File: config.mk
export PLATFORM = sky130hd
export DESIGN_NAME = spr_window
export DESIGN_NICKNAME = d
export VERILOG_FILES = /design/src/hw/rtl/spr_pkg.sv /design/src/hw/rtl/spr_cell.sv /design/src/hw/rtl/spr_window.sv
export SDC_FILE = /design/constraint.sdc
export NUM_CORES = 1
export LEC_CHECK = 0
export ABC_AREA = 1
export BUFFER_PORTS_ARGS = -buffer_cell sky130_fd_sc_hd__buf_2
export CORE_UTILIZATION = 48
export DETAILED_ROUTE_END_ITERATION = 12
export PLACE_DENSITY = 0.77
export SYNTH_ARGS = -nofsm -noshare
export SYNTH_HDL_FRONTEND = slang
export SYNTH_SLANG_ARGS = --single-unit
File: constraint.sdc
create_clock -name clk -period 1.87 [get_ports clk]
set_input_delay 0.2805 -clock clk [delete_from_list [all_inputs] [get_ports clk]]
set_output_delay 0.2805 -clock clk [all_outputs]
set_load 0.005 [all_outputs]
File: src/hw/rtl/spr_pkg.sv
// Shared types, constants and helper functions for the stream pattern replace block.
// No dependencies; every other file of the block imports this package.
`default_nettype none

package spr_pkg;

    localparam int BYTE_W    = 8;
    localparam int CFG_W     = 64;
    localparam int LEN_W     = 4;
    localparam int CNT_W     = 4;
    localparam int IDX_W     = 3;
    localparam int CFG_IDX_W = 2;
    localparam int WIN_DEPTH = 8;

    localparam int PATTERN_MAX_DEF     = 8;
    localparam int REPLACEMENT_MAX_DEF = 8;

    typedef enum logic [CFG_IDX_W-1:0] {
        REG_PATTERN_BYTES     = 2'd0,
        REG_PATTERN_LENGTH    = 2'd1,
        REG_REPLACEMENT_BYTES = 2'd2,
        REG_REPLACEMENT_LENGTH = 2'd3
    } cfg_reg_t;

    typedef enum logic [1:0] {
        MODE_IDLE  = 2'd0,
        MODE_FLUSH = 2'd1,
        MODE_REPL  = 2'd2
    } mode_t;

    // Control handed from the sequencer to the window chain each cycle.
    typedef struct packed {
        logic             sel_valid;
        logic             load;
        logic             shift;
        logic [CNT_W-1:0] count;
    } win_ctrl_t;

    // Length in use: capped, then cut at the first zero byte of the register.
    function automatic logic [LEN_W-1:0] eff_len(input logic [CFG_W-1:0] bytes,
                                                 input logic [LEN_W-1:0] len,
                                                 input logic [LEN_W-1:0] cap);
        logic [LEN_W-1:0] n;
        logic [LEN_W-1:0] res;
        n   = (len > cap) ? cap : len;
        res = n;
        for (int i = WIN_DEPTH - 1; i >= 0; i--)
        begin
            if ((LEN_W'(i) < n) && (bytes[i*BYTE_W +: BYTE_W] == '0))
            begin
                res = LEN_W'(i);
            end
        end
        return res;
    endfunction

endpackage

`default_nettype wire

File: src/hw/rtl/spr_cell.sv
// One window cell: holds a pending byte, compares it to its pattern byte, shifts left.
// Depends on spr_pkg.
`default_nettype none

module spr_cell import spr_pkg::*;
(
    input  wire logic              clk,
    input  wire logic [BYTE_W-1:0] data_byte,
    input  wire logic              sel,
    input  wire logic              load,
    input  wire logic              shift,
    input  wire logic [BYTE_W-1:0] right_view,
    input  wire logic [BYTE_W-1:0] pattern_byte,
    output      logic [BYTE_W-1:0] view,
    output      logic              eq
);

    logic [BYTE_W-1:0] held_reg;

    // The view already contains the byte arriving this cycle when it lands here.
    assign view = sel ? data_byte : held_reg;
    assign eq   = (view == pattern_byte);

    always_ff @(posedge clk)
    begin
        if (shift)
        begin
            held_reg <= right_view;
        end
        else if (load && sel)
        begin
            held_reg <= data_byte;
        end
    end

endmodule

`default_nettype wire

File: src/hw/rtl/spr_window.sv
// Row of window cells holding the pending bytes, with the whole-window match reduction.
// Depends on spr_pkg and spr_cell.
`default_nettype none

module spr_window import spr_pkg::*;
#(
    parameter int CELLS = WIN_DEPTH
)
(
    input  wire logic              clk,
    input  wire win_ctrl_t         ctrl,
    input  wire logic [BYTE_W-1:0] data_byte,
    input  wire logic [CFG_W-1:0]  pattern_bytes,
    input  wire logic [LEN_W-1:0]  plen,
    output      logic [BYTE_W-1:0] head,
    output      logic              match
);

    logic [BYTE_W-1:0] view [CELLS];
    logic [CELLS-1:0]  eq;
    logic [CELLS-1:0]  in_use;

    for (genvar i = 0; i < CELLS; i++)
    begin : g_cell
        logic [BYTE_W-1:0] right;
        logic              sel;

        if (i == CELLS - 1)
        begin : g_end
            assign right = view[i];
        end
        else
        begin : g_mid
            assign right = view[i+1];
        end

        assign sel       = ctrl.sel_valid && (ctrl.count == CNT_W'(i));
        assign in_use[i] = (LEN_W'(i) < plen);

        spr_cell u_cell (
            .clk          (clk),
            .data_byte    (data_byte),
            .sel          (sel),
            .load         (ctrl.load),
            .shift        (ctrl.shift),
            .right_view   (right),
            .pattern_byte (pattern_bytes[i*BYTE_W +: BYTE_W]),
            .view         (view[i]),
            .eq           (eq[i])
        );
    end

    assign head  = view[0];
    assign match = &(eq | ~in_use);

endmodule

`default_nettype wire

==> results of run 1 <==
==> cell families (layout without fill, tap and decap cells) <==
logic type	after synthesis	in the layout	share of synthesized area
AND/OR/NAND/NOR	531	533	0.444
buffers and inverters	156	397	0.122
flip-flops	64	64	0.371
AO/OA/AOI/OAI	61	61	0.0630
==> layout make-up <==
| cell class | count | share of cell area |
|---|---|---|
| repair buffers | 244 | 0.243 |
| multi-input cells | 594 | 0.381 |
| clock buffers | 11 | 0.0177 |
| well taps | 136 | 0.0229 |
| inverters | 137 | 0.0705 |
| clock inverters | 5 | 0.00641 |
| flip-flops and latches | 64 | 0.259 |
==> power breakdown <==
group          internal (mW)  switching, mW
Combinational          0.550          0.689
Sequential              1.72         0.0373
Clock                  0.603          0.572
Total                   2.87           1.30
==> synth_stat cells <==
cell | instances | share of area
buf_1 | 2 | 0.0014
buf_2 | 5 | 0.0048
buf_6 | 5 | 0.011
clkbuf_1 | 7 | 0.0051
clkinv_1 | 1 | 0.00072
clkinv_2 | 1 | 0.00096
edfxtp_1 | 64 | 0.37
inv_1 | 129 | 0.093
inv_2 | 6 | 0.0043
nand2_1 | 376 | 0.27
nand2_2 | 9 | 0.011
nand2_4 | 1 | 0.0022
nand3_1 | 79 | 0.076
nand3_2 | 3 | 0.0058
nand3_4 | 1 | 0.0034
nand3b_1 | 17 | 0.025
nand4_1 | 13 | 0.016
nor2_1 | 21 | 0.015
nor2_2 | 6 | 0.0072
nor2_4 | 5 | 0.011
o211ai_1 | 3 | 0.0043
o21ai_0 | 49 | 0.047
o21ai_1 | 4 | 0.0039
o21ai_2 | 1 | 0.0017
o21bai_1 | 4 | 0.0058
==> critical path: stages <==
cell and delay (ns):
buf_12 0.11, buf_6 0.12, nor2_4 0.13, buf_8 0.15, buf_6 0.10, nand4_1 0.17, nand3_1 0.13, nand2_1 0.06
inv_1 0.05, nand2_1 0.06, nor2_1 0.15, nand2_1 0.08, nand2_1 0.07, nand2_2 0.07, inv_2 0.07, nand2_4 0.06
nor2_4 0.11, buf_2 0.11
==> per-stage QoR <==
stage | TNS, ns | cells | area (sq um) | util | hold slack, ns
floorplan | 0 | 812 | 5180 | - | 0.507
global placement | -0.580 | 1154 | 6810 | 0.654 | 0.669
detailed placement | -0.586 | 1154 | 6810 | 0.654 | 0.684
CTS | -0.336 | 1189 | 7380 | 0.708 | 0.442
global route | -0.602 | 1191 | 7420 | 0.713 | 0.474
finish | -0.491 | 1191 | 7420 | 0.713 | 0.451
==> cell usage in the layout (no fill, tap or decap), types with 11 or more instances in the layout <==
cell type / count
edfxtp_1: 64
nand3_1: 77
nand2_1: 361
nand2_2: 21
buf_12: 11
nor2_4: 12
nor2_1: 17
nand3b_1: 17
buf_2: 88
inv_1: 126
buf_4: 136
o21ai_0: 48
nand4_1: 13
==> layer usage <==
layer,share of wire,routed length (um),vias to the layer above
met3,0.10,1850,108
met4,0.064,1200,0
met2,0.46,8580,378
met1,0.37,6950,2843
li1,-,-,3035
met5,0,0,-
==> what timing repair did <==
item | CTS | global route
gates resized for setup | 57 | 10
setup endpoints to repair | 1 | 1
pin swaps | 22 | 17
cloned | 4 | 0
hold endpoints to repair | 0 | 0
setup buffers | 15 | 2
==> final timing paths <==
path                                  endpoint  cells past startpoint
hold reg to reg   g_cell[5].u_cell.held_reg[4]                      2
hold / removal    g_cell[7].u_cell.held_reg[0]                      3
setup reg to reg  g_cell[0].u_cell.held_reg[6]                      7
setup / recovery                         match                     18
==> flow_summary.json, run 1 <==
{
  "numCtsBuffers": 9,
  "reg2reg_slack_ns": 0.67,
  "cts_sinks": 64,
  "syn2layout_area_growth_pct": 43.2,
  "grt.met1_usage": 0.394,
  "critical_path.max_fanout": 7,
  "routabilityCongestion": 0.888,
  "io_buffers": 92,
  "finalSetupViolCount": 1,
  "wl_per_cell_um": 15.6,
  "die_x_um": 106,
  "period_share": 1.26,
  "drtIter0Drc": 708,
  "fillers": 835,
  "die_h_um": 106,
  "clkLatencyLatePin_ns": 0.37,
  "cts_tree": "done",
  "setup_ws_ns": -0.491,
  "fin_skew_ns": 0.00715,
  "fmax_ghz": 0.424,
  "period_needed_ns": 2.36,
  "worst_pin_slew_ns": 0.516,
  "antenna_found_initial": 0,
  "syn_area_per_cell_sq_um": 6.38,
  "leakage_nw": 4.07,
  "multiInputGateArea_sq_um": 2830,
  "fin_nets": 1134,
  "crit_required_ns": 1.59,
  "clock-root-buffer": "clkbuf_8",
  "routed_wl_mm": 18.6,
  "slew_violations": 0,
  "via_per_inst": 5.34,
  "grt-busiest-layer": "met2",
  "grt.overflow.total": 0,
  "ys_warn_count": 0,
  "min_path_type": "in2reg",
  "cts_hold_buffers": 0,
  "synth_seq_cells": 64,
  "final_layout_size_suffix_gt1_frac": 0.304,
  "ys_seq_area_frac": 0.371,
  "r2r_start": "g_cell[1].u_cell.held_reg[6]",
  "hp-start": "ctrl[4]",
  "grt_pass1_wl_mm": 29.0,
  "finalPower_mw": 4.17,
  "rows": 37,
  "drt-pass1-iter-count": 6,
  "status": "complete, but fails checks",
  "grt_max_degree": 51,
  "initial_utilization": 0.498,
  "die_area_sq_um": 11200,
  "violations": "setup timing",
  "core-area_sq_um": 10400,
  "drc": 0,
  "antenna_cells": 0,
  "power_density_nw_per_um2": 562,
  "slew_headroom": 0.655,
  "syn-num-nets": 896,
  "place_ws_ns": -0.586,
  "netlist_instances": 812,
  "clk_pin_slew_ns": 0.07,
  "regArea_sq_um": 1920,
  "met2_usage": 0.561,
  "grt_pass1_vias": 6157,
  "setup.worst_path.start_class": "primary input",
  "postRouteAntennaNets": 0,
  "h-tree-depth": 3,
  "end_kind": "primary output",
  "rsz0062_at_grt": "yes",
  "critPathLaunch": "ctrl[3]",
  "syn_area_sq_um": 5180,
  "cap_violations": 0,
  "critPathArrivalTime_ns": 2.08,
  "ios": 93,
  "met3_usage": 0.0650,
  "largest_reg_flops": 64,
  "crit_type": "in2out",
  "ir_drop_uv": 441,
  "synth.lib_cells_used.distinct": 25,
  "vias": 6364,
  "clockBufferDepth": 2,
  "grtUsageTotal": 0.340,
  "hold_viol": 0,
  "dpl.hpwl_mm": 12.6
}
No activity file was read; power rests on OpenSTA's default activity.
==> inputs of run 2 (changes only) <==
Settings changed: BUFFER_PORTS_ARGS -buffer_cell sky130_fd_sc_hd__buf_2 to -buffer_cell sky130_fd_sc_hd__clkbuf_2, CTS_BUF_LIST set to sky130_fd_sc_hd__clkbuf_8.
==> run 2 against run 1 <==
The flow still finishes with violations (setup timing). Critical path depth increased by 1. Combinational power decreased by 3%. Sequential power about the same. First-iteration DRC count decreased by 23%. Critical endpoint unchanged. Largest cell class unchanged.
==> flow_summary.json, run 2 (synthesis gave the netlist of run 1 again) <==
{
  "status": "complete, but fails checks",
  "violations": "setup timing",
  "ios": 93,
  "wl_met2_mm": 8.08,
  "critPathArrivalTime_ns": 2.07,
  "syn2layout_area_growth_pct": 40.6,
  "rsz0062_at_grt": "yes",
  "fin_nets": 1125,
  "layout_common_cells": "nand2_1, inv_1, buf_4",
  "setup.worst_path.start_class": "primary input",
  "routed_wl_mm": 17.6,
  "initial_utilization": 0.498,
  "fin_tns_setup_ns": -0.478,
  "drtIter0Drc": 544,
  "cts_tree": "done",
  "critPathLaunch": "ctrl[2]",
  "leakage_nw": 4.01,
  "grt.overflow.total": 0,
  "die_x_um": 106,
  "setup_ws_ns": -0.478,
  "largest_reg_flops": 64,
  "die_area_sq_um": 11200,
  "core-area_sq_um": 10400,
  "final_area_sq_um": 7290,
  "clk_pin_slew_ns": 0.08,
  "fillers": 880,
  "rows": 37,
  "cpMostUsedCell": "nand2_1",
  "multiInputGateArea_sq_um": 2780,
  "wl_met3_mm": 1.72,
  "place_ws_ns": -0.537,
  "whs_ns": 0.458,
  "post-route-util": 0.700,
  "fmax_ghz": 0.426,
  "numCtsBuffers": 9,
  "slowest_stage": "clkbuf_4",
  "io_buffers": 92,
  "routabilityCongestion": 0.876,
  "period_share": 1.26,
  "clockBufferDepth": 2,
  "slew_headroom": 0.647,
  "vias": 6205,
  "regArea_sq_um": 1920,
  "end_kind": "primary output",
  "wirelength_met1_mm": 6.72,
  "h-tree-depth": 3,
  "crit_family": "simple AND/OR/NAND/NOR gates",
  "r2r_start": "g_cell[6].u_cell.held_reg[6]",
  "hold_viol": 0,
  "min_path_type": "in2reg",
  "crit_type": "in2out",
  "worst_pin_slew_ns": 0.529,
  "power_density_nw_per_um2": 571,
  "top_layer_used": "met4",
  "cap_violations": 0,
  "via_per_inst": 5.25,
  "grt_pass1_vias": 5736,
  "cts_sinks": 64,
  "critical_path.max_fanout": 11,
  "grt_max_degree": 50,
  "max_stage_delay_ns": 0.17,
  "antenna_cells": 0,
  "clock-root-buffer": "clkbuf_8",
  "wl_per_cell_um": 14.9,
  "grtUsageTotal": 0.319,
  "hp-start": "ctrl[4]",
  "grt_pass1_wl_mm": 27.3,
  "clkLatencyLatePin_ns": 0.35,
  "path_buf_inv": 6,
  "postRouteAntennaNets": 0,
  "cp_cell_sequence": "clkbuf_4, inv_2, nor2_2, buf_4, nand3_1, buf_6, nand2_1, nand2_1, nand2_1, nand2_1, nand2_1, nor2_1, nand2_1, nand2_1, nand2_1, inv_1, nand2_1, nor2_2, clkbuf_2",
  "period_needed_ns": 2.35,
  "slew_violations": 0,
  "final_common_cell": "nand2_1",
  "ir_drop_uv": 436,
  "final_layout_size_suffix_gt1_frac": 0.293,
  "dpl.hpwl_mm": 12.3,
  "die_h_um": 106,
  "antenna_found_initial": 0,
  "crit_required_ns": 1.59,
  "drt-pass1-iter-count": 6,
  "drc": 0,
  "fin_skew_ns": 0.00865,
  "placed_area_sq_um": 6850,
  "finalSetupViolCount": 1
}
-- run 2: layout make-up --
| cell class | count | area share |
|---|---|---|
| clock buffer | 9 | 0.0170 |
| inverter | 137 | 0.0721 |
| sequential | 64 | 0.264 |
| clock inverter | 7 | 0.00996 |
| multi-input combinational | 596 | 0.381 |
| tap | 136 | 0.0234 |
| timing repair buffer | 233 | 0.232 |
-- run 2: metrics by stage --
stage,total power [mW],cells
after floorplan,2.34,812
after global placement,2.87,1159
after detailed placement,2.90,1159
after CTS,4.12,1178
after global routing,4.35,1182
final,4.16,1182
-- run 2: what timing repair did --
item,in CTS,in global routing
pin swaps,12,15
hold buffers,0,0
setup endpoints to repair,1,1
gates resized for setup,25,25
setup buffers,1,2
cloned,2,2
-- run 2: report_power, final --
group | internal, mW | switching [mW]
Clock | 0.615 | 0.592
Combinational | 0.531 | 0.668
Sequential | 1.72 | 0.0354
Total | 2.87 | 1.30
-- run 2: layer usage --
metal / up-vias / GRT usage
met5: - / 0
met4: 0 / 0.189
met3: 83 / 0.0490
met2: 359 / 0.535
met1: 2747 / 0.389
li1: 3016 / -
-- run 2: tightest hold or removal path: cells and delay by family --
family / cells / cell delay (ns)
AO/OA/AOI/OAI: 1 / 0.14
buffers and inverters: 2 / 0.21
-- run 2: final timing paths --
check | endpoint | slack [ns] | cells past startpoint
worst min register to register | g_cell[5].u_cell.held_reg[1] | 0.70 | 3
worst max-delay path | match | -0.48 | 19
worst max register to register | g_cell[5].u_cell.held_reg[6] | 0.76 | 5
worst min-delay path | g_cell[7].u_cell.held_reg[4] | 0.46 | 3
